**src/sv/wsdf_pkg.sv**
```systemverilog
package wsdf_pkg;

  localparam int unsigned IN_TDATA_W  = 8;
  localparam int unsigned OUT_TDATA_W = 32;
  localparam int unsigned OUT_TUSER_W = 2;

  localparam logic [3:0] OPCODE_CLOSE = 4'd8;
  localparam logic [3:0] OP_PING      = 4'd9;
  localparam logic [3:0] OP_PONG      = 4'd10;

  localparam logic [6:0] LEN_MAGIC_16 = 7'd126;
  localparam logic [6:0] LEN_MAGIC_64 = 7'd127;

  localparam logic [3:0] EXT16_BYTES = 4'd2;
  localparam logic [3:0] EXT64_BYTES = 4'd8;
  localparam logic [3:0] KEY_BYTES   = 4'd4;

  typedef enum logic [1:0] {
    EV_PAYLOAD = 2'd0,
    EV_CLOSE   = 2'd1,
    EV_ERROR   = 2'd2,
    EV_EMPTY   = 2'd3
  } wsdf_event_t;

  typedef struct packed {
    wsdf_event_t kind;
    logic [7:0]  payload;
    logic [3:0]  opcode;
    logic        fin;
    logic        last;
    logic [15:0] close_code;
  } wsdf_result_t;

  function automatic logic is_data_op(input logic [3:0] op);
    return op inside {[4'd0:4'd2]};
  endfunction

  function automatic logic is_known_op(input logic [3:0] op);
    return is_data_op(op) || op inside {OPCODE_CLOSE, OP_PING, OP_PONG};
  endfunction

endpackage

```
**src/sv/wsdf_parser.sv**
```systemverilog
module wsdf_parser
  import wsdf_pkg::*;
(
  input  logic         clk,
  input  logic         rst_n,
  input  logic         byte_en,
  input  logic [7:0]   rx_byte,
  output logic         res_valid,
  output wsdf_result_t res
);

  typedef enum logic [2:0] {
    PH_OPCODE,
    PH_LENGTH,
    PH_EXTLEN,
    PH_MASK,
    PH_PAYLOAD
  } phase_t;

  phase_t      phase_r,  phase_nxt;
  logic [3:0]  opcode_r, opcode_nxt;
  logic        fin_r,    fin_nxt;
  logic        masked_r, masked_nxt;
  logic [63:0] remain_r, remain_nxt;
  logic [3:0]  cnt_r,    cnt_nxt;
  logic [31:0] key_r,    key_nxt;
  logic [1:0]  mpos_r,   mpos_nxt;
  logic [15:0] close_r,  close_nxt;
  logic        halted_r, halted_nxt;

  logic        hdr_done;
  logic [7:0]  key_byte;
  logic [7:0]  plain;
  logic        is_last;
  logic [15:0] code;

  always_comb begin
    case (mpos_r)
      2'd0:    key_byte = key_r[31:24];
      2'd1:    key_byte = key_r[23:16];
      2'd2:    key_byte = key_r[15:8];
      default: key_byte = key_r[7:0];
    endcase
    if (!masked_r) begin
      key_byte = 8'd0;
    end
  end

  assign plain   = rx_byte ^ key_byte;
  assign is_last = (remain_r == 64'd1);

  always_comb begin
    phase_nxt  = phase_r;
    opcode_nxt = opcode_r;
    fin_nxt    = fin_r;
    masked_nxt = masked_r;
    remain_nxt = remain_r;
    cnt_nxt    = cnt_r;
    key_nxt    = key_r;
    mpos_nxt   = mpos_r;
    close_nxt  = close_r;
    halted_nxt = halted_r;
    hdr_done   = 1'b0;
    code       = 16'd0;
    res_valid  = 1'b0;
    res.kind       = EV_PAYLOAD;
    res.payload    = 8'd0;
    res.last       = 1'b0;
    res.close_code = 16'd0;

    if (!halted_r) begin
      case (phase_r)
        PH_OPCODE: begin
          opcode_nxt = rx_byte[3:0];
          fin_nxt    = rx_byte[7];
          if (rx_byte[6:4] != 3'd0 || !is_known_op(rx_byte[3:0])) begin
            halted_nxt = 1'b1;
            res_valid  = 1'b1;
            res.kind   = EV_ERROR;
          end else begin
            phase_nxt = PH_LENGTH;
          end
        end
        PH_LENGTH: begin
          masked_nxt = rx_byte[7];
          key_nxt    = 32'd0;
          remain_nxt = 64'd0;
          if (rx_byte[6:0] == LEN_MAGIC_16) begin
            cnt_nxt   = EXT16_BYTES;
            phase_nxt = PH_EXTLEN;
          end else if (rx_byte[6:0] == LEN_MAGIC_64) begin
            cnt_nxt   = EXT64_BYTES;
            phase_nxt = PH_EXTLEN;
          end else begin
            remain_nxt = {57'd0, rx_byte[6:0]};
            if (rx_byte[7]) begin
              cnt_nxt   = KEY_BYTES;
              phase_nxt = PH_MASK;
            end else begin
              hdr_done = 1'b1;
            end
          end
        end
        PH_EXTLEN: begin
          remain_nxt = {remain_r[55:0], rx_byte};
          cnt_nxt    = cnt_r - 4'd1;
          if (cnt_nxt == 4'd0) begin
            if (masked_r) begin
              cnt_nxt   = KEY_BYTES;
              phase_nxt = PH_MASK;
            end else begin
              hdr_done = 1'b1;
            end
          end
        end
        PH_MASK: begin
          key_nxt = {key_r[23:0], rx_byte};
          cnt_nxt = cnt_r - 4'd1;
          if (cnt_nxt == 4'd0) begin
            hdr_done = 1'b1;
          end
        end
        PH_PAYLOAD: begin
          mpos_nxt   = mpos_r + 2'd1;
          remain_nxt = remain_r - 64'd1;
          if (is_last) begin
            phase_nxt = PH_OPCODE;
          end
          if (is_data_op(opcode_r)) begin
            res_valid   = 1'b1;
            res.kind    = EV_PAYLOAD;
            res.payload = plain;
            res.last    = is_last;
          end else if (opcode_r == OPCODE_CLOSE) begin
            close_nxt = {close_r[7:0], plain};
            cnt_nxt   = cnt_r + 4'd1;
            if (cnt_nxt >= 4'd2 || is_last) begin
              code = close_nxt;
              if (cnt_nxt == 4'd1) begin
                code = {close_nxt[7:0], 8'd0};
              end
              close_nxt      = code;
              halted_nxt     = 1'b1;
              res_valid      = 1'b1;
              res.kind       = EV_CLOSE;
              res.close_code = code;
            end
          end
        end
        default: begin
          phase_nxt = PH_OPCODE;
        end
      endcase

      if (hdr_done) begin
        mpos_nxt  = 2'd0;
        cnt_nxt   = 4'd0;
        close_nxt = 16'd0;
        if (remain_nxt != 64'd0) begin
          phase_nxt = PH_PAYLOAD;
        end else begin
          phase_nxt = PH_OPCODE;
          if (is_data_op(opcode_r)) begin
            res_valid = 1'b1;
            res.kind  = EV_EMPTY;
            res.last  = 1'b1;
          end else if (opcode_r == OPCODE_CLOSE) begin
            halted_nxt = 1'b1;
            res_valid  = 1'b1;
            res.kind   = EV_CLOSE;
          end
        end
      end
    end

    res.opcode = opcode_nxt;
    res.fin    = fin_nxt;
  end

  always_ff @(posedge clk) begin
    if (!rst_n) begin
      phase_r  <= PH_OPCODE;
      opcode_r <= 4'd0;
      fin_r    <= 1'b0;
      masked_r <= 1'b0;
      remain_r <= 64'd0;
      cnt_r    <= 4'd0;
      key_r    <= 32'd0;
      mpos_r   <= 2'd0;
      close_r  <= 16'd0;
      halted_r <= 1'b0;
    end else if (byte_en) begin
      phase_r  <= phase_nxt;
      opcode_r <= opcode_nxt;
      fin_r    <= fin_nxt;
      masked_r <= masked_nxt;
      remain_r <= remain_nxt;
      cnt_r    <= cnt_nxt;
      key_r    <= key_nxt;
      mpos_r   <= mpos_nxt;
      close_r  <= close_nxt;
      halted_r <= halted_nxt;
    end
  end

  a_halted_silent: assert property (@(posedge clk) disable iff (!rst_n)
    halted_r |-> !res_valid)
    else $error("result produced while halted");

  a_error_halts: assert property (@(posedge clk) disable iff (!rst_n)
    (byte_en && res_valid && (res.kind == EV_ERROR || res.kind == EV_CLOSE)) |=> halted_r)
    else $error("close or error did not halt parser");

  a_payload_nonzero: assert property (@(posedge clk) disable iff (!rst_n)
    (phase_r == PH_PAYLOAD) |-> (remain_r != 64'd0))
    else $error("payload phase with zero bytes remaining");

endmodule

```
**src/sv/websocket_frame_deframer_core.sv**
```systemverilog
// Byte-wide WebSocket receive deframer. One byte is taken per cycle whenever
// in_tready is high; header bytes are absorbed and each data-frame payload
// byte is unmasked and registered into the output buffer, with out_tlast on
// the last byte of the frame. A two-entry output buffer keeps in_tready high
// while one result waits, so the sustained rate is one byte per cycle; the
// input stalls only when both output entries are full. After a close or an
// error result the block takes and drops all further bytes until reset.
module websocket_frame_deframer_core
  import wsdf_pkg::*;
(
  input  logic                   clk,
  input  logic                   rst_n,
  input  logic                   in_tvalid,
  output logic                   in_tready,
  input  logic [IN_TDATA_W-1:0]  in_tdata,   // [7:0] rx_byte
  output logic                   out_tvalid,
  input  logic                   out_tready,
  output logic [OUT_TDATA_W-1:0] out_tdata,  // [7:0] payload_byte, [11:8] frame_opcode,
                                             // [12] frame_final, [28:13] close_code
  output logic                   out_tlast,  // last_of_frame
  output logic [OUT_TUSER_W-1:0] out_tuser   // [1:0] event_kind
);

  logic         accept;
  logic         res_valid;
  wsdf_result_t res;
  logic         push;
  logic         pop;

  logic         out_valid_r;
  wsdf_result_t out_data_r;
  logic         skid_valid_r;
  wsdf_result_t skid_data_r;

  assign in_tready = !skid_valid_r;
  assign accept    = in_tvalid && in_tready;
  assign push      = accept && res_valid;
  assign pop       = out_valid_r && out_tready;

  wsdf_parser u_parser (
    .clk       (clk),
    .rst_n     (rst_n),
    .byte_en   (accept),
    .rx_byte   (in_tdata),
    .res_valid (res_valid),
    .res       (res)
  );

  always_ff @(posedge clk) begin
    if (!rst_n) begin
      out_valid_r  <= 1'b0;
      skid_valid_r <= 1'b0;
    end else if (skid_valid_r) begin
      if (pop) begin
        out_data_r   <= skid_data_r;
        skid_valid_r <= 1'b0;
      end
    end else if (push) begin
      if (!out_valid_r || pop) begin
        out_data_r  <= res;
        out_valid_r <= 1'b1;
      end else begin
        skid_data_r  <= res;
        skid_valid_r <= 1'b1;
      end
    end else if (pop) begin
      out_valid_r <= 1'b0;
    end
  end

  assign out_tvalid = out_valid_r;
  assign out_tdata  = {3'd0, out_data_r.close_code, out_data_r.fin,
                       out_data_r.opcode, out_data_r.payload};
  assign out_tlast  = out_data_r.last;
  assign out_tuser  = out_data_r.kind;

  a_skid_needs_out: assert property (@(posedge clk) disable iff (!rst_n)
    skid_valid_r |-> out_valid_r)
    else $error("skid entry held without output entry");

  a_stall_to_skid: assert property (@(posedge clk) disable iff (!rst_n)
    (push && out_valid_r && !out_tready) |=> skid_valid_r)
    else $error("result lost while output stalled");

  a_skid_drains: assert property (@(posedge clk) disable iff (!rst_n)
    (skid_valid_r && out_tready) |=> (out_valid_r && !skid_valid_r))
    else $error("skid entry not moved to output");

endmodule

```
**config.mk**
```make
export PLATFORM = sky130hd
export DESIGN_NAME = websocket_frame_deframer_core
export DESIGN_NICKNAME = d
export VERILOG_FILES = /design/src/sv/wsdf_pkg.sv /design/src/sv/wsdf_parser.sv /design/src/sv/websocket_frame_deframer_core.sv
export SDC_FILE = /design/constraint.sdc
export NUM_CORES = 1
export LEC_CHECK = 0
export BUFFER_PORTS_ARGS = -buffer_cell sky130_fd_sc_hd__buf_2
export CORE_AREA = 5 5 162 164
export DETAILED_ROUTE_END_ITERATION = 16
export DIE_AREA = 0 0 167 169
export PLACE_DENSITY = 0.66
export SYNTH_ARGS = -nofsm -noshare
export SYNTH_HDL_FRONTEND = slang
export SYNTH_HIERARCHICAL = 1
export SYNTH_SLANG_ARGS = --single-unit
```
**constraint.sdc**
```tcl
create_clock -name clk -period 8.8 [get_ports clk]
set_clock_uncertainty 0.05 [all_clocks]
set_input_delay 2.64 -clock clk [delete_from_list [all_inputs] [get_ports clk]]
set_output_delay 2.64 -clock clk [all_outputs]
set_load 0.01 [all_outputs]
```
==> results of run 1 <==
==> cell families (layout without fill, tap and decap cells) <==
kind of cell / Yosys count / count (layout) / synth area share [%]
AOI/OAI and AO/OA: 395 / 395 / 21.7
xor gates and xnor gates: 20 / 20 / 1.45
adders and majority gates: 12 / 12 / 1.23
buffers and inverters: 167 / 119 / 6.24
DFF: 186 / 186 / 36.0
muxes: 50 / 50 / 5.39
other: 1 / 3 / 0.0310
and+or+nand+nor: 640 / 640 / 27.9
==> cell type report <==
cell class | count | share of cell area, %
Multi-Input combinational cell | 1120 | 54.5
Sequential cell | 186 | 33.8
Clock buffer | 17 | 3.29
Tap cell | 330 | 3.19
Timing Repair Buffer | 67 | 3.02
Clock inverter | 15 | 1.64
Inverter | 20 | 0.610
==> final timing paths <==
path | from | to | depth (start not counted)
max reg2reg | u_parser/phase_r[2] | out_tdata[16] | 14
min | u_parser/close_r[3] | u_parser/close_r[3] | 2
min reg2reg | u_parser/close_r[3] | u_parser/close_r[3] | 2
max | in_tdata[2] | out_tdata[16] | 13
==> sequential cells by signal, indices dropped and copies added (netlist names) <==
| signal | flops |
|---|---|
| u_parser/mpos_r | 2 |
| u_parser/cnt_r | 4 |
| u_parser/close_r | 8 |
| u_parser/phase_r | 3 |
| u_parser/key_r | 32 |
| out_tuser | 2 |
| u_parser/remain_r | 64 |
| skid_data_r | 32 |
| u_parser/masked_r | 1 |
| skid_valid_r | 1 |
| u_parser/halted_r | 1 |
| u_parser/fin_r | 1 |
| out_tlast | 1 |
| u_parser/opcode_r | 4 |
| out_tvalid | 1 |
| out_tdata | 29 |
==> power by group <==
| part | internal, mW | switching [mW] |
|---|---|---|
| sequential | 0.925 | 0.0588 |
| combinational | 0.216 | 0.432 |
| clock | 0.401 | 0.437 |
| total | 1.54 | 0.928 |
==> critical path: stages <==
cell	delay [ns]
buf_2	0.20
nand4_1	0.22
nor2_1	0.23
nor2_2	0.10
a311oi_1	0.36
nand4_1	0.13
a2111oi_0	0.44
nand2_1	0.14
nor4_2	0.42
nand3_1	0.15
a311oi_1	0.47
nand3_2	0.21
a21oi_4	0.84
==> placed cells by master, fill, tap and decap left out, types with 18 or more instances in the layout <==
cell type,count
a21oi_1,131
nor3_1,46
mux2_4,28
nor2_1,155
a211oi_1,31
buf_2,45
o22ai_1,18
o21ai_0,60
inv_1,18
edfxtp_1,64
nor4_1,37
buf_4,22
nand3_1,64
nand2b_1,18
dfxtp_1,120
nand2_1,162
nand4_1,32
==> Yosys cell counts, drive strengths merged, types with 11 or more instances <==
cell type,count,area [sq um]
nand2b,18,113
mux2i,12,120
or3,18,118
a22o,12,105
xor2,11,96.3
clkbuf,87,327
a211oi,31,233
nor3,54,324
a31oi,14,87.6
buf,60,352
nor4,44,345
or4,15,116
inv,20,77.6
nand2,164,618
nor2,158,606
edfxtp,64,1920
o21ai,61,305
a21oi,132,661
o31ai,14,110
ha,11,138
mux2,38,533
a222oi,12,120
nand3,66,340
a22oi,15,113
o22ai,18,113
dfxtp,122,2440
nand4,36,259
==> routing by layer <==
| metal | vias up | routed length [microns] | part of all wire (%) |
|---|---|---|---|
| met5 | - | 0 | 0 |
| met4 | 0 | 1510 | 3.8 |
| met3 | 133 | 3650 | 9.3 |
| met2 | 717 | 16900 | 43 |
| met1 | 5566 | 17100 | 44 |
| li1 | 5361 | - | - |
==> results.cfg, run 1 <==
[outcome]
outcome = finished, final reports clean

[die]
start_util_pct = 48.9
num_rows = 58
fp.dieH_microns = 169
core_sq_mm = 0.0247
die_w_microns = 167
boundaryPins = 49
dieArea_sq_mm = 0.0282

[cts]
clock_latency_ns = 0.45
ctsHoldBuffers = 0
cts_buffers = 17
ctsResizeCount = 0
cts_tree = yes
cts.path.max_buffers = 2
path_clk_slew_ns = 0.09
postCtsSetupRepairBufs = 0
root_buffer = clkbuf_16
clock_sinks = 186
htree_levels = 4

[placement]
dp_hpwl_mm = 26.0
gp_congestion = 0.955
dp_slack_ns = 1.76
dp_cells = 1723
place_area_sq_mm = 0.0123
numPortBuffers = 45

[worst_setup_path]
cp-end-kind = register
crit_path_start_kind = primary input
path_class = in2reg
rrSetupSlack_ns = 2.88
cp.arrival_ns = 6.59
worstPathRequired_ns = 8.82
path_max_fanout = 32

[timing]
setup_tns_ns = 0
maxSlewHeadroom_pct = 31.6
tightest_slew_ns = 1.02
post-route-min-period_ns = 6.57
whs_ns = 0.406
postLayoutSetupSlackWorst_ns = 2.23
finalCritPeriodShare_pct = 74.7
fmax_mhz = 152
grt_setup_unrepaired = no
drv_slew = 0
setup_viol_count_final = 0
hold_viol = 0

[route]
ant_nets = 0
drtPass1Iterations = 8
wirelength_mm = 39.2
viasPerCell = 6.71
drt_iter0_drc = 1825
drc_errors = 0
wire_per_inst_microns = 22.3
vias = 11800

[final_layout]
seq_area_sq_mm = 0.00437
multiInputGateArea_sq_mm = 0.00704
stdcell_count = 1755
fin_util_pct = 52.2
fin_area_sq_mm = 0.0129
area_growth_pct = 6.78
nNetsFinal = 1435
diodes = 0
num-fill-cells = 2329
drive_gt1_share_pct = 13.8

[grt]
grt_pass1_vias = 10800
overflow = 0
grt_max_degree = 80
met3_usage_pct = 4.97
gr-usage-met1_pct = 37.9
use_met2_pct = 40.4
busiest_layer = met2
grt_pass1_wl_mm = 61.8
grt_usage_pct = 26.8
antenna_found_initial = 0

[run]
maxCapViolCount = 0

[synth]
synth_seq_cells = 186
netlist_area_sq_mm = 0.0121
synthArstFlopShare_pct = 0
yosysSeqAreaShare_pct = 36.0
synthFlopType = dfxtp_1
avgSynthCellArea_sq_um = 8.23
synth_edf_count = 64
yosysWarningCount = 6
syn-instance-count = 1471
synth_cell_types = 105

[power]
power.total_mw = 2.47
power_density_mw_per_mm2 = 191
ir_worst_vdd_uv = 110
leakage_nw = 4.40

[min_path]
hold_class = reg2reg
(Power assumes the default switching activity.)
==> run 2, diff against run 1 <==
Settings changed: ABC_AREA set to 1, CORE_AREA 5 5 162 164 to 5 5 159 161, DIE_AREA 0 0 167 169 to 0 0 164 166.
Clock period 8.8 ns to 6.33 ns, I/O delays scaled along.
==> results.cfg, run 2 <==
[outcome]
outcome = finished, final reports clean

[cts]
cts_buffers = 17
clock_latency_ns = 0.45
htree_levels = 4
cts.path.max_buffers = 2
root_buffer = clkbuf_16
ctsResizeCount = 0
path_clk_slew_ns = 0.08
ctsHoldBuffers = 0
postCtsSetupRepairBufs = 0
clock_sinks = 186
cts_tree = yes

[final_layout]
top_register = u_parser/remain_r
final_common_cell = nand2_1
nNetsFinal = 1794
fin_area_sq_mm = 0.0127
stdcell_count = 2108
final_cell_mix = nand2_1 (550), nor2_1 (205), inv_1 (185)
reg_top3 = u_parser/remain_r (64), skid_data_r (32), u_parser/key_r (32)
diodes = 0
drive_gt1_share_pct = 9.53
area_growth_pct = 8.42
largest_reg_flops = 64
fin_util_pct = 53.2

[timing]
drv_slew = 0
tightest_slew_ns = 1.17
maxSlewHeadroom_pct = 21.9
setup_viol_count_final = 0
hold_viol = 0
post-route-min-period_ns = 4.65
grt_setup_unrepaired = no
fmax_mhz = 215
finalCritPeriodShare_pct = 73.5
setup_tns_ns = 0

[worst_setup_path]
crit_path_start_kind = primary input
worstSetupStartpoint = in_tdata[6]
path_class = in2reg
path_max_fanout = 32
critPathBufInv = 5
cp_slowest_stage_delay_ns = 0.36
cp_top_family = simple AND/OR/NAND/NOR gates
worst_path_max_delay_cell = buf_4
r2r_start = u_parser/phase_r[2]
worstPathRequired_ns = 6.39
cpMostUsedCell = nand2_1
cp.arrival_ns = 4.71
cp_cell_sequence = buf_2, inv_2, nor3_2, nand4_1, nand3_1, nand2_2, nand2_1, nand2_1, nor2_1, nand2_1, nor2_1, nand2_1, nor2_2, nand2_1, inv_2, o21ai_2, a21oi_1, nand2_1, inv_1, nand2_4, a21oi_2, buf_4
cp-end-kind = register

[power]
ir_worst_vdd_uv = 142
power_density_mw_per_mm2 = 266
power.total_mw = 3.37
leakage_nw = 5.61

[die]
dieArea_sq_mm = 0.0272
start_util_pct = 49.0
die_w_microns = 164
core_sq_mm = 0.0238
num_rows = 57
boundaryPins = 49
fp.dieH_microns = 166

[route]
viasPerCell = 5.40
vias = 11400
wire_per_inst_microns = 15.5
wirelength_mm = 32.7
drtPass1Iterations = 8
drt_iter0_drc = 1121
drc_errors = 0
ant_nets = 0

[placement]
place_area_sq_mm = 0.0120
numPortBuffers = 45
dp_hpwl_mm = 23.1
gp_congestion = 0.937
dp_cells = 2076

[grt]
overflow = 0
antenna_found_initial = 0
grt_pass1_vias = 10100
grt_pass1_wl_mm = 52.6
grt_usage_pct = 23.8
grt_max_degree = 64

[synth]
synthFlopType = dfxtp_1
avgSynthCellArea_sq_um = 6.61
ys_top_cells_by_count = nand2_1 (550), nor2_1 (208), inv_1 (188)
synthArstFlopShare_pct = 0
synth_cell_types = 49
netlist_area_sq_mm = 0.0117
synth_edf_count = 64
yosysSeqAreaShare_pct = 37.4
yosysWarningCount = 6
yosysMostFrequentCell = nand2_1
syn-instance-count = 1767
ys_top_cells_by_area = dfxtp_1 (21%), nand2_1 (18%), edfxtp_1 (16%), nand3_1 (6.9%), nor2_1 (6.7%)
yosys.area.top_type = dfxtp_1
synth_top_area_share_pct = 20.9
synth_seq_cells = 186

[run]
maxCapViolCount = 0

[min_path]
min_from = u_parser/close_r[3]
hold_class = reg2reg
[run 2: changes by cell type after synthesis, moves of 19 or more]
cell and delta:
buf_2 -20, nand3_1 +98, a211oi_1 -25, nand2_1 +387
o211ai_1 +19, nor4_1 -33, nor2_1 +53, nand2_2 +23
nor3_1 -43, o21ai_0 +24, clkbuf_1 -46, inv_1 +170
mux2_4 -28
[run 2: routing by layer]
| layer | GRT usage (%) | share of wire (%) | routed length, microns |
|---|---|---|---|
| met2 | 36.0 | 43 | 14200 |
| met4 | 6.24 | 1.7 | 546 |
| met3 | 3.80 | 6.6 | 2180 |
| met5 | 0 | 0 | 0 |
| met1 | 35.4 | 48 | 15800 |
[run 2: layout make-up]
type                       count  area [sq um]
fill                        2392         11200
sequential                   186          4360
timing repair buffer          54           293
tap                          324           405
clock inverter                14           188
inverter                     200           759
multi-input combinational   1312          6200
clock buffer                  18           450
[run 2: power breakdown]
part | switching (mW) | internal, mW
clock | 0.572 | 0.572
combinational | 0.587 | 0.239
sequential | 0.0926 | 1.31
total | 1.25 | 2.12
[run 2: cells by family (layout without fill, tap and decap cells)]
family                     after synthesis  after routing  share of synthesized area, %
AOI/OAI and AO/OA                      272            272                          13.1
xor gates and xnor gates                14             14                          1.05
adders and majority gates               11             11                          1.18
buffers and inverters                  271            286                          9.68
DFF                                    186            186                          37.4
other                                    1              3                        0.0321
and+or+nand+nor                       1012           1012                          37.6
[run 2: path summary, 6_finish.rpt]
check,slack (ns),cells after the start,to
min reg2reg,0.42,2,u_parser/close_r[3]
max,1.68,22,out_tdata[12]
max reg2reg,2.28,20,out_tdata[12]
min,0.42,2,u_parser/close_r[3]
[run 2: per-stage QoR]
step / setup WS [ns] / hold WS (ns)
finish: 1.68 / 0.417
detailed placement: 1.24 / 0.406
global route: 1.38 / 0.433
global placement: 1.34 / 0.402
CTS: 1.69 / 0.418
floorplan: 0.669 / 0.395
[run 2: worst reg2reg max path, delay by kind of cell (launching register included)]
kind                   cells  cell delay (ns)
AO/OA/AOI/OAI              3             0.33
buffers and inverters      4             1.01
flip-flops                 1             0.38
AND/OR/NAND/NOR           13             1.93
==> run 3, diff against run 2 <==
Settings changed: PLACE_DENSITY 0.66 to 0.69.
Clock period 6.33 ns to 4.09 ns, I/O delays scaled along.
==> results.cfg, run 3 (synthesis gave the netlist of run 2 again) <==
[outcome]
outcome = finished, final reports clean

[grt]
grt_max_degree = 101
grt_usage_pct = 23.9
antenna_found_initial = 1
grt_pass1_wl_mm = 52.9
overflow = 0
grt_pass1_vias = 10100

[cts]
cts.path.max_buffers = 2
path_clk_slew_ns = 0.08
clock_sinks = 186
htree_levels = 4
postCtsSetupRepairBufs = 0
cts_buffers = 17
cts_tree = yes
clock_latency_ns = 0.44
ctsHoldBuffers = 0
ctsResizeCount = 0
root_buffer = clkbuf_16

[timing]
finalCritPeriodShare_pct = 88.3
grt_setup_unrepaired = no
setup_tns_ns = 0
fmax_mhz = 277
tightest_slew_ns = 0.979
maxSlewHeadroom_pct = 34.7
post-route-min-period_ns = 3.61
setup_viol_count_final = 0
hold_viol = 0
drv_slew = 0

[route]
viasPerCell = 5.40
ant_nets = 0
wire_per_inst_microns = 15.5
drc_errors = 0
drt_iter0_drc = 1095
drtPass1Iterations = 5
vias = 11500
wirelength_mm = 33.0

[power]
power_density_mw_per_mm2 = 403
power.total_mw = 5.22
leakage_nw = 5.75
ir_worst_vdd_uv = 196

[final_layout]
multiInputGateArea_sq_mm = 0.00622
drive_gt1_share_pct = 10.8
area_growth_pct = 10.7
diodes = 0
num-fill-cells = 2388
fin_area_sq_mm = 0.0129
top_register = u_parser/remain_r
reg_top3 = u_parser/remain_r (64), skid_data_r (32), u_parser/key_r (32)
stdcell_count = 2134
largest_reg_flops = 64
final_common_cell = nand2_1
seq_area_sq_mm = 0.00436
nNetsFinal = 1820
final_cell_mix = nand2_1 (550), nor2_1 (205), inv_1 (185)

[run]
maxCapViolCount = 0

[die]
die_w_microns = 164
start_util_pct = 49.0
core_sq_mm = 0.0238
dieArea_sq_mm = 0.0272
fp.dieH_microns = 166
boundaryPins = 49
num_rows = 57

[worst_setup_path]
cp-end-kind = register
cp.arrival_ns = 3.70
path_max_fanout = 32
worstPathRequired_ns = 4.18
path_class = reg2reg
crit_path_start_kind = register

[placement]
dp_hpwl_mm = 24.0
place_area_sq_mm = 0.0123
gp_congestion = 0.960
numPortBuffers = 45
dp_cells = 2102

[min_path]
hold_class = reg2reg
## run 3: layer usage
layer / GRT usage, % / vias to the layer above / wire length (microns)
li1: - / 5797 / -
met1: 36.1 / 5272 / 15700
met2: 35.4 / 404 / 14300
met3: 3.82 / 47 / 2340
met4: 6.60 / 2 / 677
met5: 0 / - / 13
## run 3: stage by stage
step / hold slack, ns / util (%) / setup WS (ns)
after CTS: 0.418 / 54.3 / 0.453
final: 0.415 / 54.3 / 0.477
after detailed placement: 0.405 / 51.7 / 0.121
after floorplan: 0.395 / - / 0.119
after global placement: 0.403 / 51.7 / 0.169
after global routing: 0.437 / 54.3 / 0.191
## run 3: where the power goes
part           leakage (nW)  switching (mW)  total [mW]  internal, mW
clock network         0.302           0.883        1.73         0.851
logic                  3.89           0.919        1.32         0.399
registers              1.56           0.139        2.17          2.03
total                  5.75            1.94        5.22          3.28
## run 3: final cells by class
cell class	count	share of cell area [%]
timing repair buffer	80	4.35
multi-input combinational	1312	48.1
clock inverter	15	1.54
tap	324	3.13
clock buffer	17	3.29
inverter	200	5.86
sequential	186	33.7
## run 3: path summary, 6_finish.rpt
kind                                            from             endpoint  slack (ns)  depth (start not counted)
worst min register to register   u_parser/close_r[5]  u_parser/close_r[5]        0.42                          2
worst max-delay path            u_parser/remain_r[1]        out_tdata[21]        0.48                         21
worst min-delay path             u_parser/close_r[5]  u_parser/close_r[5]        0.42                          2
worst max register to register  u_parser/remain_r[1]        out_tdata[21]        0.48                         21
## run 3: worst max-delay path: stages, from the launching register on
cell and delay (ns):
dfxtp_1 0.31, inv_1 0.16, ha_1 0.24, inv_1 0.11, nor3_1 0.54, nand2_1 0.10, nand3_1 0.10, nand2_1 0.06
a21oi_2 0.12, nand4_1 0.10, nor2_1 0.15, nand2_1 0.11, nor2_2 0.17, nand2_1 0.12, inv_2 0.08, o21ai_2 0.05
a21oi_1 0.13, nand2_1 0.06, inv_1 0.11, nand2_4 0.08, a21oi_4 0.15, buf_12 0.21
